--- config.mk ---
export PLATFORM = sky130hd
export DESIGN_NAME = button_press_classifier
export DESIGN_NICKNAME = d
export VERILOG_FILES = /design/src/design/bpc_pkg.sv /design/src/design/bpc_csr.sv /design/src/design/bpc_ctrl.sv /design/src/design/bpc_dp.sv /design/src/design/button_press_classifier.sv
export VERILOG_INCLUDE_DIRS = /design/src /design/src/design
export SDC_FILE = /design/constraint.sdc
export NUM_CORES = 1
export LEC_CHECK = 0
export BUFFER_PORTS_ARGS = -buffer_cell sky130_fd_sc_hd__buf_2
export CORE_MARGIN = 2
export CORE_UTILIZATION = 45
export CTS_BUF_LIST = sky130_fd_sc_hd__clkbuf_8 sky130_fd_sc_hd__clkbuf_16
export DETAILED_ROUTE_END_ITERATION = 10
export GPL_TIMING_DRIVEN = 0
export PLACE_DENSITY_LB_ADDON = 0.1
export SLEW_MARGIN = 15
export SYNTH_ARGS = -nofsm -noshare
export SYNTH_HDL_FRONTEND = slang
export SYNTH_HIERARCHICAL = 1
export SYNTH_SLANG_ARGS = --single-unit
export TNS_END_PERCENT = 10
--- constraint.sdc ---
create_clock -name clock -period 5.35 [get_ports clock]
set_input_delay 0.535 -clock clock [delete_from_list [all_inputs] [get_ports clock]]
set_output_delay 0.535 -clock clock [all_outputs]
set_load 0.05 [all_outputs]
--- src/design/button_press_classifier_macros.svh ---
// assertion macros for the button press classifier
// used by the controller and datapath modules; no other dependencies
`ifndef BUTTON_PRESS_CLASSIFIER_MACROS_SVH
`define BUTTON_PRESS_CLASSIFIER_MACROS_SVH
`ifndef SYNTH
`define BPC_ASSERT_SAME(label, clk, rst, ante, cons, msg) \
   label: assert property (@(posedge clk) disable iff (rst) (ante) |-> (cons)) \
      else $error(msg);
`define BPC_ASSERT_NEXT(label, clk, rst, ante, cons, msg) \
   label: assert property (@(posedge clk) disable iff (rst) (ante) |=> (cons)) \
      else $error(msg);
`else
`define BPC_ASSERT_SAME(label, clk, rst, ante, cons, msg)
`define BPC_ASSERT_NEXT(label, clk, rst, ante, cons, msg)
`endif
`endif

--- src/design/bpc_pkg.sv ---
// shared types and constants for the button press classifier
// no dependencies
`default_nettype none
package bpc_pkg;

   localparam int CNT_W  = 16;
   localparam int CFG_W  = 16;
   localparam int THR_W  = 8;
   localparam int CMP_W  = (CNT_W > CFG_W) ? CNT_W : CFG_W;
   localparam int STEP_W = $clog2(CNT_W);
   localparam int IDX_W  = 3;

   localparam logic [1:0] PH_IDLE     = 2'd0;
   localparam logic [1:0] PH_PUSHED   = 2'd1;
   localparam logic [1:0] PH_RELEASED = 2'd2;
   localparam logic [1:0] PH_UNUSED   = 2'd3;

   localparam logic [IDX_W-1:0] REG_PRESS_THRESHOLD = 3'd0;
   localparam logic [IDX_W-1:0] REG_LOCK_TIME       = 3'd1;
   localparam logic [IDX_W-1:0] REG_LONG_PRESS_TIME = 3'd2;
   localparam logic [IDX_W-1:0] REG_REPEAT_PERIOD   = 3'd3;
   localparam logic [IDX_W-1:0] REG_VERY_LONG_TIME  = 3'd4;

   localparam logic [THR_W-1:0] RST_PRESS_THRESHOLD = 8'd7;
   localparam logic [CFG_W-1:0] RST_LOCK_TIME       = 16'd30;
   localparam logic [CFG_W-1:0] RST_LONG_PRESS_TIME = 16'd300;
   localparam logic [CFG_W-1:0] RST_REPEAT_PERIOD   = 16'd65;
   localparam logic [CFG_W-1:0] RST_VERY_LONG_TIME  = 16'd2000;

   typedef struct packed {
      logic [THR_W-1:0] press_threshold;
      logic [CFG_W-1:0] lock_time;
      logic [CFG_W-1:0] long_press_time;
      logic [CFG_W-1:0] repeat_period;
      logic [CFG_W-1:0] very_long_time;
   } cfg_type;

   typedef struct packed {
      logic load;
      logic step;
      logic commit;
   } cmd_type;

endpackage
`default_nettype wire

--- src/design/bpc_csr.sv ---
// configuration registers of the button press classifier
// depends on bpc_pkg
`default_nettype none
module bpc_csr (
   input  wire logic                        clock,
   input  wire logic                        reset,
   input  wire logic                        csr_we,
   input  wire logic [bpc_pkg::IDX_W-1:0]   csr_index,
   input  wire logic [bpc_pkg::CFG_W-1:0]   csr_wdata,
   output bpc_pkg::cfg_type                 cfg
);

   bpc_pkg::cfg_type cfg_ff, cfg_in;

   always_comb begin
      cfg_in = cfg_ff;
      if (csr_we) begin
         unique case (csr_index)
            bpc_pkg::REG_PRESS_THRESHOLD:
               cfg_in.press_threshold = csr_wdata[bpc_pkg::THR_W-1:0];
            bpc_pkg::REG_LOCK_TIME:       cfg_in.lock_time       = csr_wdata;
            bpc_pkg::REG_LONG_PRESS_TIME: cfg_in.long_press_time = csr_wdata;
            bpc_pkg::REG_REPEAT_PERIOD:   cfg_in.repeat_period   = csr_wdata;
            bpc_pkg::REG_VERY_LONG_TIME:  cfg_in.very_long_time  = csr_wdata;
            default: ;
         endcase
      end
   end

   always_ff @(posedge clock) begin
      if (reset) begin
         cfg_ff.press_threshold <= bpc_pkg::RST_PRESS_THRESHOLD;
         cfg_ff.lock_time       <= bpc_pkg::RST_LOCK_TIME;
         cfg_ff.long_press_time <= bpc_pkg::RST_LONG_PRESS_TIME;
         cfg_ff.repeat_period   <= bpc_pkg::RST_REPEAT_PERIOD;
         cfg_ff.very_long_time  <= bpc_pkg::RST_VERY_LONG_TIME;
      end else begin
         cfg_ff <= cfg_in;
      end
   end

   assign cfg = cfg_ff;

endmodule
`default_nettype wire

--- src/design/bpc_ctrl.sv ---
// controller of the button press classifier: request accept, remainder steps, commit
// depends on bpc_pkg and button_press_classifier_macros.svh
`default_nettype none
`include "button_press_classifier_macros.svh"
module bpc_ctrl (
   input  wire logic        clock,
   input  wire logic        reset,
   input  wire logic        req_tvalid,
   output logic             req_tready,
   output logic             rsp_tvalid,
   input  wire logic        rsp_tready,
   output bpc_pkg::cmd_type cmd
);

   typedef enum logic [1:0] {
      ST_IDLE,
      ST_DIV,
      ST_DONE
   } state_type;

   state_type                   state_ff, state_in;
   logic [bpc_pkg::STEP_W-1:0]  step_ff, step_in;
   logic                        rsp_tvalid_ff, rsp_tvalid_in;
   logic                        out_free;

   assign out_free   = !rsp_tvalid_ff || rsp_tready;
   assign req_tready = (state_ff == ST_IDLE);
   assign rsp_tvalid = rsp_tvalid_ff;

   always_comb begin
      state_in      = state_ff;
      step_in       = step_ff;
      rsp_tvalid_in = rsp_tvalid_ff && !rsp_tready;
      cmd           = '0;
      unique case (state_ff)
         ST_IDLE: begin
            if (req_tvalid) begin
               cmd.load = 1'b1;
               step_in  = '0;
               state_in = ST_DIV;
            end
         end
         ST_DIV: begin
            cmd.step = 1'b1;
            step_in  = step_ff + 1'b1;
            if (step_ff == bpc_pkg::STEP_W'(bpc_pkg::CNT_W - 1)) begin
               state_in = ST_DONE;
            end
         end
         ST_DONE: begin
            if (out_free) begin
               cmd.commit    = 1'b1;
               rsp_tvalid_in = 1'b1;
               state_in      = ST_IDLE;
            end
         end
         default: state_in = ST_IDLE;
      endcase
   end

   always_ff @(posedge clock) begin
      if (reset) begin
         state_ff      <= ST_IDLE;
         step_ff       <= '0;
         rsp_tvalid_ff <= 1'b0;
      end else begin
         state_ff      <= state_in;
         step_ff       <= step_in;
         rsp_tvalid_ff <= rsp_tvalid_in;
      end
   end

   `BPC_ASSERT_SAME(a_commit_free, clock, reset, cmd.commit, out_free, "commit over a held response")
   `BPC_ASSERT_NEXT(a_commit_valid, clock, reset, cmd.commit, rsp_tvalid_ff, "commit lost response")
   `BPC_ASSERT_NEXT(a_load_div, clock, reset, req_tvalid && req_tready, (state_ff == ST_DIV) && (step_ff == '0), "request did not start remainder")

endmodule
`default_nettype wire

--- src/design/bpc_dp.sv ---
// datapath of the button press classifier: phase, counter, flags, bit-serial remainder
// depends on bpc_pkg and button_press_classifier_macros.svh
`default_nettype none
`include "button_press_classifier_macros.svh"
module bpc_dp (
   input  wire logic             clock,
   input  wire logic             reset,
   input  bpc_pkg::cfg_type      cfg,
   input  bpc_pkg::cmd_type      cmd,
   input  wire logic             button_pressed,
   output logic [7:0]            rsp_tdata
);

   localparam int CNT_W = bpc_pkg::CNT_W;
   localparam int CFG_W = bpc_pkg::CFG_W;
   localparam int CMP_W = bpc_pkg::CMP_W;
   localparam logic [CNT_W-1:0] CNT_MAX = {CNT_W{1'b1}};

   logic [1:0]       phase_ff, phase_in;
   logic [CNT_W-1:0] count_ff, count_in;
   logic             action_ff, action_in;
   logic             lock_ff, lock_in;
   logic             long_ff, long_in;
   logic             repeat_ff, repeat_in;
   logic             very_ff, very_in;
   logic             pressed_ff;
   logic [CNT_W-1:0] cnt_new_ff, cnt_new_in;
   logic [CNT_W-1:0] dvd_ff;
   logic [CFG_W-1:0] rem_ff;
   logic [6:0]       out_ff;

   logic [CNT_W-1:0] cnt_inc;
   logic [CFG_W-1:0] per_eff;
   logic [CMP_W-1:0] thr_eff;
   logic [CFG_W:0]   trial;
   logic [CFG_W-1:0] rem_next;
   logic [CMP_W-1:0] cnt_cmp;

   assign cnt_inc = (count_ff == CNT_MAX) ? count_ff : count_ff + 1'b1;
   assign per_eff = (cfg.repeat_period == '0) ? CFG_W'(1) : cfg.repeat_period;
   assign thr_eff = (cfg.press_threshold == '0) ? CMP_W'(1) : CMP_W'(cfg.press_threshold);
   assign cnt_cmp = CMP_W'(cnt_new_ff);

   // count after the tick, before phase decisions
   always_comb begin
      case (phase_ff)
         bpc_pkg::PH_IDLE:
            cnt_new_in = button_pressed ? cnt_inc :
                         ((count_ff != '0) ? count_ff - 1'b1 : count_ff);
         bpc_pkg::PH_PUSHED:   cnt_new_in = button_pressed ? cnt_inc : '0;
         bpc_pkg::PH_RELEASED: cnt_new_in = button_pressed ? count_ff : cnt_inc;
         default:              cnt_new_in = count_ff;
      endcase
   end

   // restoring remainder, one dividend bit per step
   assign trial    = {rem_ff, dvd_ff[CNT_W-1]};
   assign rem_next = (trial >= {1'b0, per_eff}) ? CFG_W'(trial - {1'b0, per_eff}) :
                     trial[CFG_W-1:0];

   always_comb begin
      phase_in  = phase_ff;
      count_in  = cnt_new_ff;
      action_in = action_ff;
      lock_in   = lock_ff;
      long_in   = long_ff;
      repeat_in = repeat_ff;
      very_in   = very_ff;
      case (phase_ff)
         bpc_pkg::PH_IDLE: begin
            if (cnt_cmp >= thr_eff) begin
               action_in = 1'b1;
               lock_in   = 1'b1;
               phase_in  = bpc_pkg::PH_PUSHED;
               count_in  = '0;
            end else if (cnt_new_ff == '0) begin
               action_in = 1'b0;
               lock_in   = 1'b0;
            end
         end
         bpc_pkg::PH_PUSHED: begin
            if (!pressed_ff) begin
               phase_in = bpc_pkg::PH_RELEASED;
            end
            long_in = long_ff || (cnt_cmp == CMP_W'(cfg.long_press_time));
            if (long_in && (rem_ff == '0)) begin
               repeat_in = 1'b1;
            end
            if (cnt_cmp >= CMP_W'(cfg.very_long_time)) begin
               very_in = 1'b1;
            end
         end
         bpc_pkg::PH_RELEASED: begin
            if (cnt_cmp >= CMP_W'(cfg.lock_time)) begin
               action_in = 1'b0;
               lock_in   = 1'b0;
               long_in   = 1'b0;
               repeat_in = 1'b0;
               very_in   = 1'b0;
               phase_in  = bpc_pkg::PH_IDLE;
               count_in  = '0;
            end
         end
         default: count_in = count_ff;
      endcase
   end

   always_ff @(posedge clock) begin
      if (reset) begin
         phase_ff  <= bpc_pkg::PH_IDLE;
         count_ff  <= '0;
         action_ff <= 1'b0;
         lock_ff   <= 1'b0;
         long_ff   <= 1'b0;
         repeat_ff <= 1'b0;
         very_ff   <= 1'b0;
      end else if (cmd.commit) begin
         phase_ff  <= phase_in;
         count_ff  <= count_in;
         action_ff <= action_in;
         lock_ff   <= lock_in;
         long_ff   <= long_in;
         repeat_ff <= repeat_in;
         very_ff   <= very_in;
      end
   end

   always_ff @(posedge clock) begin
      if (cmd.load) begin
         pressed_ff <= button_pressed;
         cnt_new_ff <= cnt_new_in;
         dvd_ff     <= cnt_new_in;
         rem_ff     <= '0;
      end else if (cmd.step) begin
         dvd_ff <= {dvd_ff[CNT_W-2:0], 1'b0};
         rem_ff <= rem_next;
      end
      if (cmd.commit) begin
         out_ff <= {very_in, repeat_in, long_in, lock_in, action_in, phase_in};
      end
   end

   // phase, action, locked, long_press, repeat_flag, very_long_press, pad
   assign rsp_tdata = {1'b0, out_ff};

   `BPC_ASSERT_SAME(a_phase_code, clock, reset, 1'b1, phase_ff != bpc_pkg::PH_UNUSED, "unused phase code reached")
   `BPC_ASSERT_NEXT(a_rem_bound, clock, reset, cmd.step, rem_ff < per_eff, "remainder out of range")

endmodule
`default_nettype wire

--- src/design/button_press_classifier.sv ---
// top level of the button press classifier
// depends on bpc_pkg, bpc_csr, bpc_ctrl and bpc_dp
// Each request is one millisecond tick carrying the button level; each tick returns
// one response with the phase (idle, pushed, released) and the action, lock, long,
// repeat and very-long flags after the update. A request is first taken, then the
// bit-serial remainder unit works one counter bit per step to check the held count
// against the repeat period, and last the new state is committed into the response
// register once it is free. The next request is taken while a committed response
// still waits on rsp_tready. Configuration registers are written through csr_we,
// csr_index and csr_wdata; the user must do so only while no request is in flight,
// as the block does not enforce it. Indexes beyond the register list are ignored.
`default_nettype none
module button_press_classifier (
   input  wire logic                       clock,
   input  wire logic                       reset,
   input  wire logic                       req_tvalid,
   output logic                            req_tready,
   input  wire logic [7:0]                 req_tdata,  // button_pressed, pad
   output logic                            rsp_tvalid,
   input  wire logic                       rsp_tready,
   // phase[1:0], action, locked, long_press, repeat_flag, very_long_press, pad
   output logic [7:0]                      rsp_tdata,
   input  wire logic                       csr_we,
   input  wire logic [bpc_pkg::IDX_W-1:0]  csr_index,
   input  wire logic [bpc_pkg::CFG_W-1:0]  csr_wdata
);

   bpc_pkg::cfg_type cfg;
   bpc_pkg::cmd_type cmd;

   bpc_csr u_csr (
      .clock     (clock),
      .reset     (reset),
      .csr_we    (csr_we),
      .csr_index (csr_index),
      .csr_wdata (csr_wdata),
      .cfg       (cfg)
   );

   bpc_ctrl u_ctrl (
      .clock      (clock),
      .reset      (reset),
      .req_tvalid (req_tvalid),
      .req_tready (req_tready),
      .rsp_tvalid (rsp_tvalid),
      .rsp_tready (rsp_tready),
      .cmd        (cmd)
   );

   bpc_dp u_dp (
      .clock          (clock),
      .reset          (reset),
      .cfg            (cfg),
      .cmd            (cmd),
      .button_pressed (req_tdata[0]),
      .rsp_tdata      (rsp_tdata)
   );

endmodule
`default_nettype wire
==> flow_summary.toml <==
[yosys]
netlist_instances = 1085
synth_cell_types = 85
synth_area_sq_um = 9750
synth_area_leaders = "dfxtp_1 (24%), edfxtp_1 (12%), mux2i_1 (8.3%), ha_1 (8.1%), nand2b_1 (5.1%)"
synth_xor_area_share_pct = 2.43
syn_nets = 1181
synth_seq_cells = 158
synthFlopType = "dfxtp_1"
synth_commonest_cells = "dfxtp_1 (118), nor2_1 (92), mux2i_1 (81), nand2b_1 (79), inv_1 (72)"
avgSynthCellArea_sq_um = 8.98
synth_top_family_by_area = "simple AND/OR/NAND/NOR gates"
synth-simple-area-share_pct = 19.5
ys_warn_count = 6
synth_mux_area_share_pct = 9.94
synth_top_area_cell = "dfxtp_1"
ys_async_sr_fraction_pct = 0
synth_edf_count = 40
synth.most_common_cell = "dfxtp_1"
yosys.area.top_type_share_pct = 24.2
synthAdderAreaFrac_pct = 8.29
seq_area_frac_synth_pct = 36.6
synth_compound_area_share_pct = 17.2

[setup_path]
worst-r2r-setup-slack_ns = 2.05
crit_path_max_fanout = 10
critical_path_class = "flop to flop"
reg2regPathDepth = 12
worst_setup_path_end_kind = "flop"
cp-endpoint = "u_dp/count_ff[7]$_SDFFE_PP0P_"
required_ns = 5.72
cp-startpoint = "u_csr/cfg[66]$_SDFFE_PP1P_"
r2r-end = "u_dp/count_ff[7]$_SDFFE_PP0P_"
start_kind = "flop"
crit_arrival_ns = 3.66
r2r-start = "u_csr/cfg[66]$_SDFFE_PP1P_"

[die]
ios = 42
core_area_sq_um = 21200
rows = 53
die_h_um = 151
dieArea_sq_um = 22900
die_w_um = 151
start_util_pct = 46.1

[cells_and_area]
layout.cells.non_filler = 1425
diodes = 0
area_delta_synth_final_pct = 11.4
drive_gt1_share_pct = 11.0
utilization_pct = 51.3
nets = 1233

[worst_hold_path]
hold_path.class = "input port to flop"
hold_start = "req_tdata[0]"

[clock_tree]
clock-sinks = 158
cts_made_buffers = 17
clk_pin_slew_ns = 0.06
clk_latency_ns = 0.43
htree_levels = 4
cts_resized = 0
root_buffer = "clkbuf_16"
cts_tree = "built"
cts_setup_buffers = 0
postCtsHoldBufs = 0
cts_buffer_depth = 2

[placed_design]
port_buffers = 33
place_inst = 1393
hpwl_um = 21200
dp_slack_ns = 2.04
gp_congestion = 0.922

[global_route]
grt_use_total_pct = 25.7
grt_antenna_before_repair = 1
gr-total-overflow = 0
grt_pass1_wl_um = 44300
grt_max_degree = 19
grt_pass1_vias = 7945

[timing]
tns_ns = 0
worst_pin_slew_ns = 0.951
fin_crit_sh_pct = 61.6
fmax_mhz = 303
fin_worst_skew_ns = 0.00609
rsz0062_at_grt = "false"
setup_viol = 0
drv_slew = 0
hold_viol = 0
period_needed_ns = 3.30
max_slew_margin_pct = 36.6
fin_ws_ns = 2.05

[power_and_ir_drop]
clkPwrFrac_pct = 32.8
p_seq_share_pct = 37.1
total_power_mw = 3.76
p_sw_mw = 1.24
power_density_nw_per_um2 = 347
p_int_mw = 2.52
power.share.switching_pct = 33.1
worst_ir_drop_vdd_v = 0.000387
p_leak_nw = 4.62
combPwrFrac_pct = 30.1

[detailed_routing]
vias = 8257
drtPass1Iterations = 5
wirelength_um = 28300
viasPerCell = 5.79
drtAntennaViolNets = 0
wl_per_cell_um = 19.8
drt_first_iter_violations = 581
drc = 0

[job]
max_cap_violations = 0

[outcome]
outcome = "completed"
==> through the flow <==
stage          area [sq um]  hold slack (ns)
2_1_floorplan          9750            0.437
6_report              10900            0.310
5_1_grt               10900            0.293
3_3_place_gp          10300            0.455
3_5_place_dp          10300            0.461
4_1_cts               10900            0.290
==> critical path, cell delays in order (launching register included) <==
cell	delay, ns
dfxtp_1	0.35
nor4_1	0.29
a41o_1	0.21
ha_1	0.21
nand2b_1	0.14
a21o_1	0.17
a21oi_1	0.12
o21ai_0	0.14
a31oi_2	0.35
o21ai_1	0.11
a311oi_2	0.64
buf_4	0.31
a22o_1	0.17
==> metal layers <==
layer,vias to the layer above,part of all wire (%),global-route usage (%)
li1,4008,-,-
met2,225,45,41.0
met1,3975,48,35.6
met3,47,4.6,4.49
met5,-,0.046,0
met4,2,2.2,7.71
==> placed cells by master, fill, tap and decap left out, types with 4 or more instances in the layout <==
master	synthesis	final
mux2_2	14	14
nand4_1	10	10
o211ai_1	5	5
inv_1	72	73
o22ai_1	5	5
o21ai_1	10	10
a32oi_1	8	8
nor4_1	20	20
nand2b_1	79	79
and2_1	6	6
nand3_1	24	24
clkbuf_1	34	34
a211oi_1	11	11
clkbuf_16	0	17
xnor2_1	6	6
ha_1	63	63
nor2_1	92	92
xor2_1	21	21
dfxtp_1	118	118
a22o_1	20	20
a211o_1	4	4
mux2i_1	81	81
nand2_1	56	56
and3_1	8	8
clkinv_1	2	4
buf_4	5	5
o21a_1	7	7
o21ai_0	33	33
buf_2	22	55
nor3_1	20	20
a21oi_1	54	54
nor2b_1	6	5
o31ai_1	8	8
edfxtp_1	40	40
a31oi_1	15	15
or2_2	5	5
a21o_1	24	24
==> layout make-up <==
class	count	area, sq um
timing repair buffer	33	165
tap	275	344
fill	1964	10300
clock buffer	17	425
inverter	75	282
multi-input combinational	788	5600
buffer	64	309
sequential	158	3560
clock inverter	15	170
==> power by group through the flow <==
stage	Sequential (mW)	Combinational [mW]	Clock, mW
6_report	1.40	1.13	1.24
2_1_floorplan	1.39	0.865	0
3_5_place_dp	1.42	1.12	0
5_1_grt	1.40	1.25	1.30
3_3_place_gp	1.42	1.12	0
4_1_cts	1.39	1.13	1.26
==> how the worst min path moves through the flow <==
stage,to,slack [ns],depth (start not counted)
CTS,u_dp/pressed_ff$_DFFE_PP_,0.29,1
floorplan,u_dp/very_ff$_SDFFE_PP0P_,0.44,2
global placement,u_dp/very_ff$_SDFFE_PP0P_,0.45,2
detailed placement,u_csr/cfg[54]$_SDFFE_PP0P_,0.46,2
global route,u_dp/pressed_ff$_DFFE_PP_,0.29,1
finish,u_dp/pressed_ff$_DFFE_PP_,0.31,1
==> flip-flops by register name, summed over array words and instances (netlist names) <==
| name | flops |
|---|---|
| u_dp/cnt_cmp | 16 |
| u_dp/dvd_ff | 16 |
| u_dp/repeat_ff | 1 |
| u_dp/lock_ff | 1 |
| u_dp/very_ff | 1 |
| u_dp/count_ff | 16 |
| u_ctrl/step_ff | 4 |
| u_csr/cfg | 72 |
| u_dp/action_ff | 1 |
| u_dp/long_ff | 1 |
| u_ctrl/state_ff | 2 |
| u_dp/out_ff | 7 |
| u_dp/rem_ff | 16 |
| u_dp/phase_ff | 2 |
| u_dp/pressed_ff | 1 |
| u_ctrl/rsp_tvalid | 1 |
==> cells by family after synthesis <==
family                     count (synthesis)
xor gates and xnor gates                  27
buffers and inverters                    139
adders and majority gates                 64
AOI/OAI and AO/OA                        244
DFF                                      158
muxes                                     95
other                                      1
and+or+nand+nor                          357
(Power assumes the default switching activity.)
